## src/rtl/mfps_pkg.sv

```systemverilog
`timescale 1ns / 1ps

package mfps_pkg;

   localparam int ELEM_W       = 16;   // matrix element, two's complement
   localparam int SUM_W        = 24;   // path sum, wraps at this width
   localparam int OUT_W        = 23;   // reported minimum
   localparam int SIZE_W       = 8;    // matrix size register
   localparam int MAX_SIZE_DEF = 128;  // default depth of the row buffer

   localparam int REQ_TDATA_W  = ((ELEM_W + 7) / 8) * 8;
   localparam int RSP_TDATA_W  = ((OUT_W + 7) / 8) * 8;

endpackage

```

## src/rtl/min_falling_path_sum.sv

```systemverilog
`timescale 1ns / 1ps

// Minimum falling path sum over a square matrix streamed in row-major order,
// one word per cycle on req_. The size (rows = columns, 0 reads as 1, clamped
// to MAX_SIZE) is written on csr_, which also restarts the matrix. After the
// last element of each matrix one word carrying the smallest path sum is
// offered on rsp_; rsp_tvalid rises when that element leaves the compute stage.
// Throughput is one element
// per clock: the previous row of sums sits in a single-port-write,
// single-port-read memory, each element reads one entry ahead (its upper-right
// neighbor) while the sum of the element before is written back, and a
// two-entry window plus a write-to-read bypass supply the other neighbors.
// req_tready drops only while a result is waiting in the output register and
// the element that closes the next matrix is ready to complete. No clearing
// pass is needed after reset.
module min_falling_path_sum #(
   parameter int MAX_SIZE = mfps_pkg::MAX_SIZE_DEF
) (
   input  logic                             clock,
   input  logic                             reset,
   // csr: matrix_size[7:0]
   input  logic                             csr_valid,
   output logic                             csr_ready,
   input  logic [mfps_pkg::SIZE_W-1:0]      csr_data,
   // req_tdata: element_value[15:0]
   input  logic                             req_tvalid,
   output logic                             req_tready,
   input  logic [mfps_pkg::REQ_TDATA_W-1:0] req_tdata,
   // rsp_tdata: min_path_sum[22:0], zero [23]
   output logic                             rsp_tvalid,
   input  logic                             rsp_tready,
   output logic [mfps_pkg::RSP_TDATA_W-1:0] rsp_tdata
);

   localparam int CW = (MAX_SIZE > 1) ? $clog2(MAX_SIZE) : 1;
   localparam int NW = (mfps_pkg::SIZE_W > CW + 1) ? mfps_pkg::SIZE_W : CW + 1;
   localparam int SW = mfps_pkg::SUM_W;
   localparam int EW = mfps_pkg::ELEM_W;
   localparam int OW = mfps_pkg::OUT_W;

   // configuration and position counters
   logic [mfps_pkg::SIZE_W-1:0] size_ff;
   logic [CW-1:0]               row_ff, row_in;
   logic [CW-1:0]               col_ff, col_in;
   logic [NW-1:0]               size_ext, n_eff;
   logic                        col_last, row_last, accept, csr_wr;
   logic [CW-1:0]               rd_addr;

   // compute stage
   logic                        b_valid_ff;
   logic signed [EW-1:0]        b_elem_ff;
   logic [CW-1:0]               b_col_ff;
   logic                        b_first_row_ff, b_last_row_ff;
   logic                        b_first_col_ff, b_last_col_ff;
   logic                        b_emits, b_go;

   // row buffer and its neighbor window
   logic signed [SW-1:0]        mem [MAX_SIZE];
   logic signed [SW-1:0]        rd_ff, fwd_data_ff, rd_val;
   logic                        fwd_hit_ff;
   logic signed [SW-1:0]        up_ff, held_ff, runmin_ff, runmin_in;
   logic signed [SW-1:0]        mn_a, mn_b, elem_ext, sum;

   // output register
   logic                        rsp_valid_ff;
   logic [OW-1:0]               rsp_data_ff;

   assign csr_ready = 1'b1;
   assign csr_wr    = csr_valid & csr_ready;

   always_comb begin
      size_ext = NW'(size_ff);
      if (size_ext == '0) begin
         n_eff = NW'(1);
      end else if (size_ext > NW'(MAX_SIZE)) begin
         n_eff = NW'(MAX_SIZE);
      end else begin
         n_eff = size_ext;
      end
   end

   assign col_last = (NW'(col_ff) + NW'(1)) == n_eff;
   assign row_last = (NW'(row_ff) + NW'(1)) == n_eff;
   // prefetch the upper-right neighbor; at a row end fetch column 0 for the next row
   assign rd_addr  = col_last ? '0 : CW'(col_ff + 1'b1);

   assign b_emits    = b_last_row_ff & b_last_col_ff;
   assign b_go       = b_valid_ff & (~b_emits | ~rsp_valid_ff | rsp_tready);
   assign req_tready = ~b_valid_ff | b_go;
   assign accept     = req_tvalid & req_tready;

   always_comb begin
      if (col_last) begin
         col_in = '0;
         row_in = row_last ? '0 : CW'(row_ff + 1'b1);
      end else begin
         col_in = CW'(col_ff + 1'b1);
         row_in = row_ff;
      end
   end

   // three-way minimum over the previous row, then add
   always_comb begin
      rd_val   = fwd_hit_ff ? fwd_data_ff : rd_ff;
      elem_ext = {{(SW - EW){b_elem_ff[EW-1]}}, b_elem_ff};
      mn_a     = (!b_first_col_ff && (held_ff < up_ff)) ? held_ff : up_ff;
      mn_b     = (!b_last_col_ff && (rd_val < mn_a)) ? rd_val : mn_a;
      sum      = b_first_row_ff ? elem_ext : SW'(mn_b + elem_ext);
      if (b_last_row_ff && (b_first_col_ff || (sum < runmin_ff))) begin
         runmin_in = sum;
      end else begin
         runmin_in = runmin_ff;
      end
   end

   always_ff @(posedge clock) begin
      if (b_go) begin
         mem[b_col_ff] <= sum;
      end
      if (accept) begin
         rd_ff       <= mem[rd_addr];
         // bypass the write-back landing in the same cycle
         fwd_hit_ff  <= b_go && (b_col_ff == rd_addr);
         fwd_data_ff <= sum;
         b_elem_ff      <= req_tdata[EW-1:0];
         b_col_ff       <= col_ff;
         b_first_row_ff <= (row_ff == '0);
         b_last_row_ff  <= row_last;
         b_first_col_ff <= (col_ff == '0);
         b_last_col_ff  <= col_last;
      end
      if (b_go && b_emits) begin
         rsp_data_ff <= runmin_in[OW-1:0];
      end
   end

   always_ff @(posedge clock) begin
      if (reset) begin
         size_ff      <= mfps_pkg::SIZE_W'(1);
         row_ff       <= '0;
         col_ff       <= '0;
         b_valid_ff   <= 1'b0;
         up_ff        <= '0;
         held_ff      <= '0;
         runmin_ff    <= '0;
         rsp_valid_ff <= 1'b0;
      end else begin
         if (csr_wr) begin
            size_ff   <= csr_data;
            row_ff    <= '0;
            col_ff    <= '0;
            up_ff     <= '0;
            held_ff   <= '0;
            runmin_ff <= '0;
         end else begin
            if (accept) begin
               row_ff <= row_in;
               col_ff <= col_in;
            end
            if (b_go) begin
               // slide the window one column to the right
               held_ff   <= up_ff;
               up_ff     <= rd_val;
               runmin_ff <= b_emits ? '0 : runmin_in;
            end
         end
         if (accept) begin
            b_valid_ff <= 1'b1;
         end else if (b_go) begin
            b_valid_ff <= 1'b0;
         end
         if (b_go && b_emits) begin
            rsp_valid_ff <= 1'b1;
         end else if (rsp_tready) begin
            rsp_valid_ff <= 1'b0;
         end
      end
   end

   assign rsp_tvalid = rsp_valid_ff;
   assign rsp_tdata  = mfps_pkg::RSP_TDATA_W'(rsp_data_ff);

`ifndef NO_ASSERTIONS
   a_pos_in_range: assert property (@(posedge clock) disable iff (reset)
      (NW'(row_ff) < n_eff) && (NW'(col_ff) < n_eff))
      else $error("row or column counter beyond matrix size");

   a_stall_cause: assert property (@(posedge clock) disable iff (reset)
      !req_tready |-> (b_valid_ff && b_emits && rsp_valid_ff && !rsp_tready))
      else $error("input stalled without a blocked result");

   a_result_out: assert property (@(posedge clock) disable iff (reset)
      (b_go && b_emits) |=> rsp_tvalid)
      else $error("finished matrix produced no result");
`endif

endmodule
```

## config.mk

```make
export PLATFORM = sky130hd
export DESIGN_NAME = min_falling_path_sum
export DESIGN_NICKNAME = d
export VERILOG_FILES = /design/src/rtl/mfps_pkg.sv /design/src/rtl/min_falling_path_sum.sv
export SDC_FILE = /design/constraint.sdc
export NUM_CORES = 2
export LEC_CHECK = 0
export BUFFER_PORTS_ARGS = -buffer_cell sky130_fd_sc_hd__buf_2
export CAP_MARGIN = 20
export CORE_UTILIZATION = 45
export DETAILED_ROUTE_END_ITERATION = 7
export PLACE_DENSITY = 0.63
export REMOVE_ABC_BUFFERS = 1
export SYNTH_ARGS = -nofsm -noshare
export SYNTH_HDL_FRONTEND = slang
export SYNTH_SLANG_ARGS = --single-unit
```

## constraint.sdc

```tcl
create_clock -name clock -period 14.7 [get_ports clock]
set_input_delay 2.94 -clock clock [delete_from_list [all_inputs] [get_ports clock]]
set_output_delay 2.94 -clock clock [all_outputs]
set_load 0.01 [all_outputs]
```

==> results.cfg <==
[outcome]
status = completed

[worst_setup_path]
cp-end-kind = flop
cp_slowest_cell = o41ai_1
path_common_cell = ha_1
critPathRequiredTime_ns = 15.42
criticalPathCategory = reg2reg
worstPathArrival_ns = 12.87
crit_path_max_fanout = 43
start_kind = flop
slowest_delay_ns = 0.90

[floorplanning]
io_pins = 56
fp.dieH_um = 540
start_util = 0.453
die_area_sq_um = 292000
fp.dieW_um = 540
rows = 197
core_sq_um = 288000

[placed_design]
dp_hpwl_um = 226000
detailed_place.area_sq_um = 137000
dp.cells = 11700
dp_slack_ns = 2.72
port_buffers = 53
gp_congestion = 0.927

[cts]
clk_latency_ns = 0.89
clkTransAtPathRegs_ns = 0.06
postCtsSetupBuffers = 0
numCtsBuffers = 335
cts_tree = built
cts_buffer_depth = 4
cts_root_buffer = clkbuf_16
cts.sinks = 3267
ctsResizeCount = 0
ctsHoldBuffers = 0
h-tree-depth = 5

[grt]
grt_pass1_vias = 74000
antenna_found_initial = 24
grt.total_usage = 0.265
grt_pass1_wl_um = 555000
grt_overflow = 0
grt_max_degree = 140

[sta]
skew_ns = 0.0587
setup_ws_ns = 2.55
hold_viol = 0
worstMarginPinSlew_ns = 1.29
finalCritPeriodShare = 0.826
slew_viol_final = 0
period_minus_slack_ns = 12.15
fin_tns_setup_ns = 0
finalSetupViolations = 0
slew_headroom = 0.130
rsz0062_at_grt = false
fmax_ghz = 0.0823

[yosys]
yosys.area.top_type = edfxtp_1
yosysWarnings = 0
avgSynthCellArea_sq_um = 16.1
syn_inst = 8123
syn_area_sq_um = 130000
synth_common_cells = edfxtp_1, nand2_1, mux2i_1
synth_cell_type_count = 87
ys_top_cells_by_area = edfxtp_1, mux2i_1, mux4_2, nand2_1, a21oi_1
synth_flop_cell = edfxtp_1
synth-seq-cells = 3267
synth_most_common_cell = edfxtp_1
yosysSeqAreaShare = 0.745
synth_top_cell_area_share = 0.730
async_flop_share = 0
synth_edf_count = 3171

[hold_path]
hp-class = reg2reg

[route]
via_per_inst = 6.24
drc = 0
postRouteAntennaNets = 0
wl_per_cell_um = 31.9
drt_wl_total_um = 394000
drt_iter0_markers = 10000
dr.pass1.iters = 6
vias = 77100

[finish]
fin_nets = 8429
final_layout_size_suffix_gt1_frac = 0.150
fin_area_sq_um = 147000
area_growth_pct = 13.1
fin_cells = 12400

[power_and_ir_drop]
p_per_area_nw_per_um2 = 135
p_leak_nw = 46.0
peakVddDrop_mv = 0.0904

[job]
maxCapViolCount = 0
==> sequential cells by signal, indices dropped and copies added, names as in the netlist, 7 cells and up <==
name / cells
b_elem_ff: 16
fwd_data_ff: 24
runmin_ff: 24
up_ff: 24
col_ff: 7
b_col_ff: 7
row_ff: 7
rsp_data_ff: 23
mem: 3072
rd_ff: 24
size_ext: 8
held_ff: 24
==> power by group <==
part	switching [mW]	total, mW	internal (mW)
logic	0.940	1.24	0.301
registers	0.0294	10.4	10.4
clock network	3.53	8.24	4.71
total	4.50	19.9	15.4
==> cell families after synthesis <==
logic type	share of synthesized area
other	0.0000576
AOI/OAI and AO/OA	0.0701
adders and majority gates	0.00944
DFF	0.745
xor gates and xnor gates	0.00275
buffers and inverters	0.0187
muxes	0.0937
and+or+nand+nor	0.0604
==> critical path, delay by kind of cell (launching register included) <==
family / cells / cell delay (ns)
AOI/OAI and AO/OA: 16 / 5.54
and+or+nand+nor: 11 / 2.55
adders and majority gates: 4 / 1.27
muxes: 3 / 1.06
buffers and inverters: 4 / 1.04
DFF: 1 / 0.37
xor gates and xnor gates: 1 / 0.14
==> final timing paths <==
kind / start / endpoint / slack [ns] / cells past startpoint
worst max-delay path: up_ff[23] / runmin_ff[2] / 2.55 / 39
worst min-delay path: up_ff[15] / held_ff[15] / 0.48 / 2
worst max register to register: up_ff[23] / runmin_ff[2] / 2.55 / 39
worst min register to register: up_ff[15] / held_ff[15] / 0.48 / 2
==> per-layer routing <==
layer,wire (um),global-route usage,vias to the layer above
met5,67,0,-
met4,18900,0.120,8
met1,151000,0.355,39700
met3,41100,0.0578,774
li1,-,-,32300
met2,183000,0.415,4287
==> metrics by stage <==
| stage | utilization | hold WS, ns | power, mW |
|---|---|---|---|
| 2_1_floorplan | - | 0.452 | 11.4 |
| 3_3_place_gp | 0.475 | 0.462 | 11.8 |
| 3_5_place_dp | 0.475 | 0.472 | 11.8 |
| 4_1_cts | 0.511 | 0.470 | 20.0 |
| 5_1_grt | 0.512 | 0.502 | 20.4 |
| 6_report | 0.512 | 0.476 | 19.9 |
==> placed cells by master, fill, tap and decap left out, drive strengths merged, types with 24 or more instances in the layout <==
cell       n
edfxtp  3171
nand2    897
mux2i    695
a21oi    515
clkbuf   414
nor2     362
buf      332
mux4     216
o22ai    183
o21ai    159
clkinv   143
a22oi    111
nor4     111
inv      102
ha        96
dfxtp     96
a211oi    94
nor3      78
a221oi    74
a31oi     72
nand3     70
and2      53
o221ai    41
o211ai    39
nand4     36
mux2      36
nor4b     33
xnor2     25
bufinv    24
or4       24
==> area by class of cell <==
type | instances | area [sq um]
clock inverters | 182 | 1560
well taps | 3781 | 4730
fillers | 23300 | 141000
repair buffers | 335 | 2570
multi-input cells | 4272 | 32200
inverters | 92 | 357
diodes | 13 | 32.5
flip-flops and latches | 3267 | 97100
clock buffers | 411 | 8870
(Power assumes the default switching activity.)
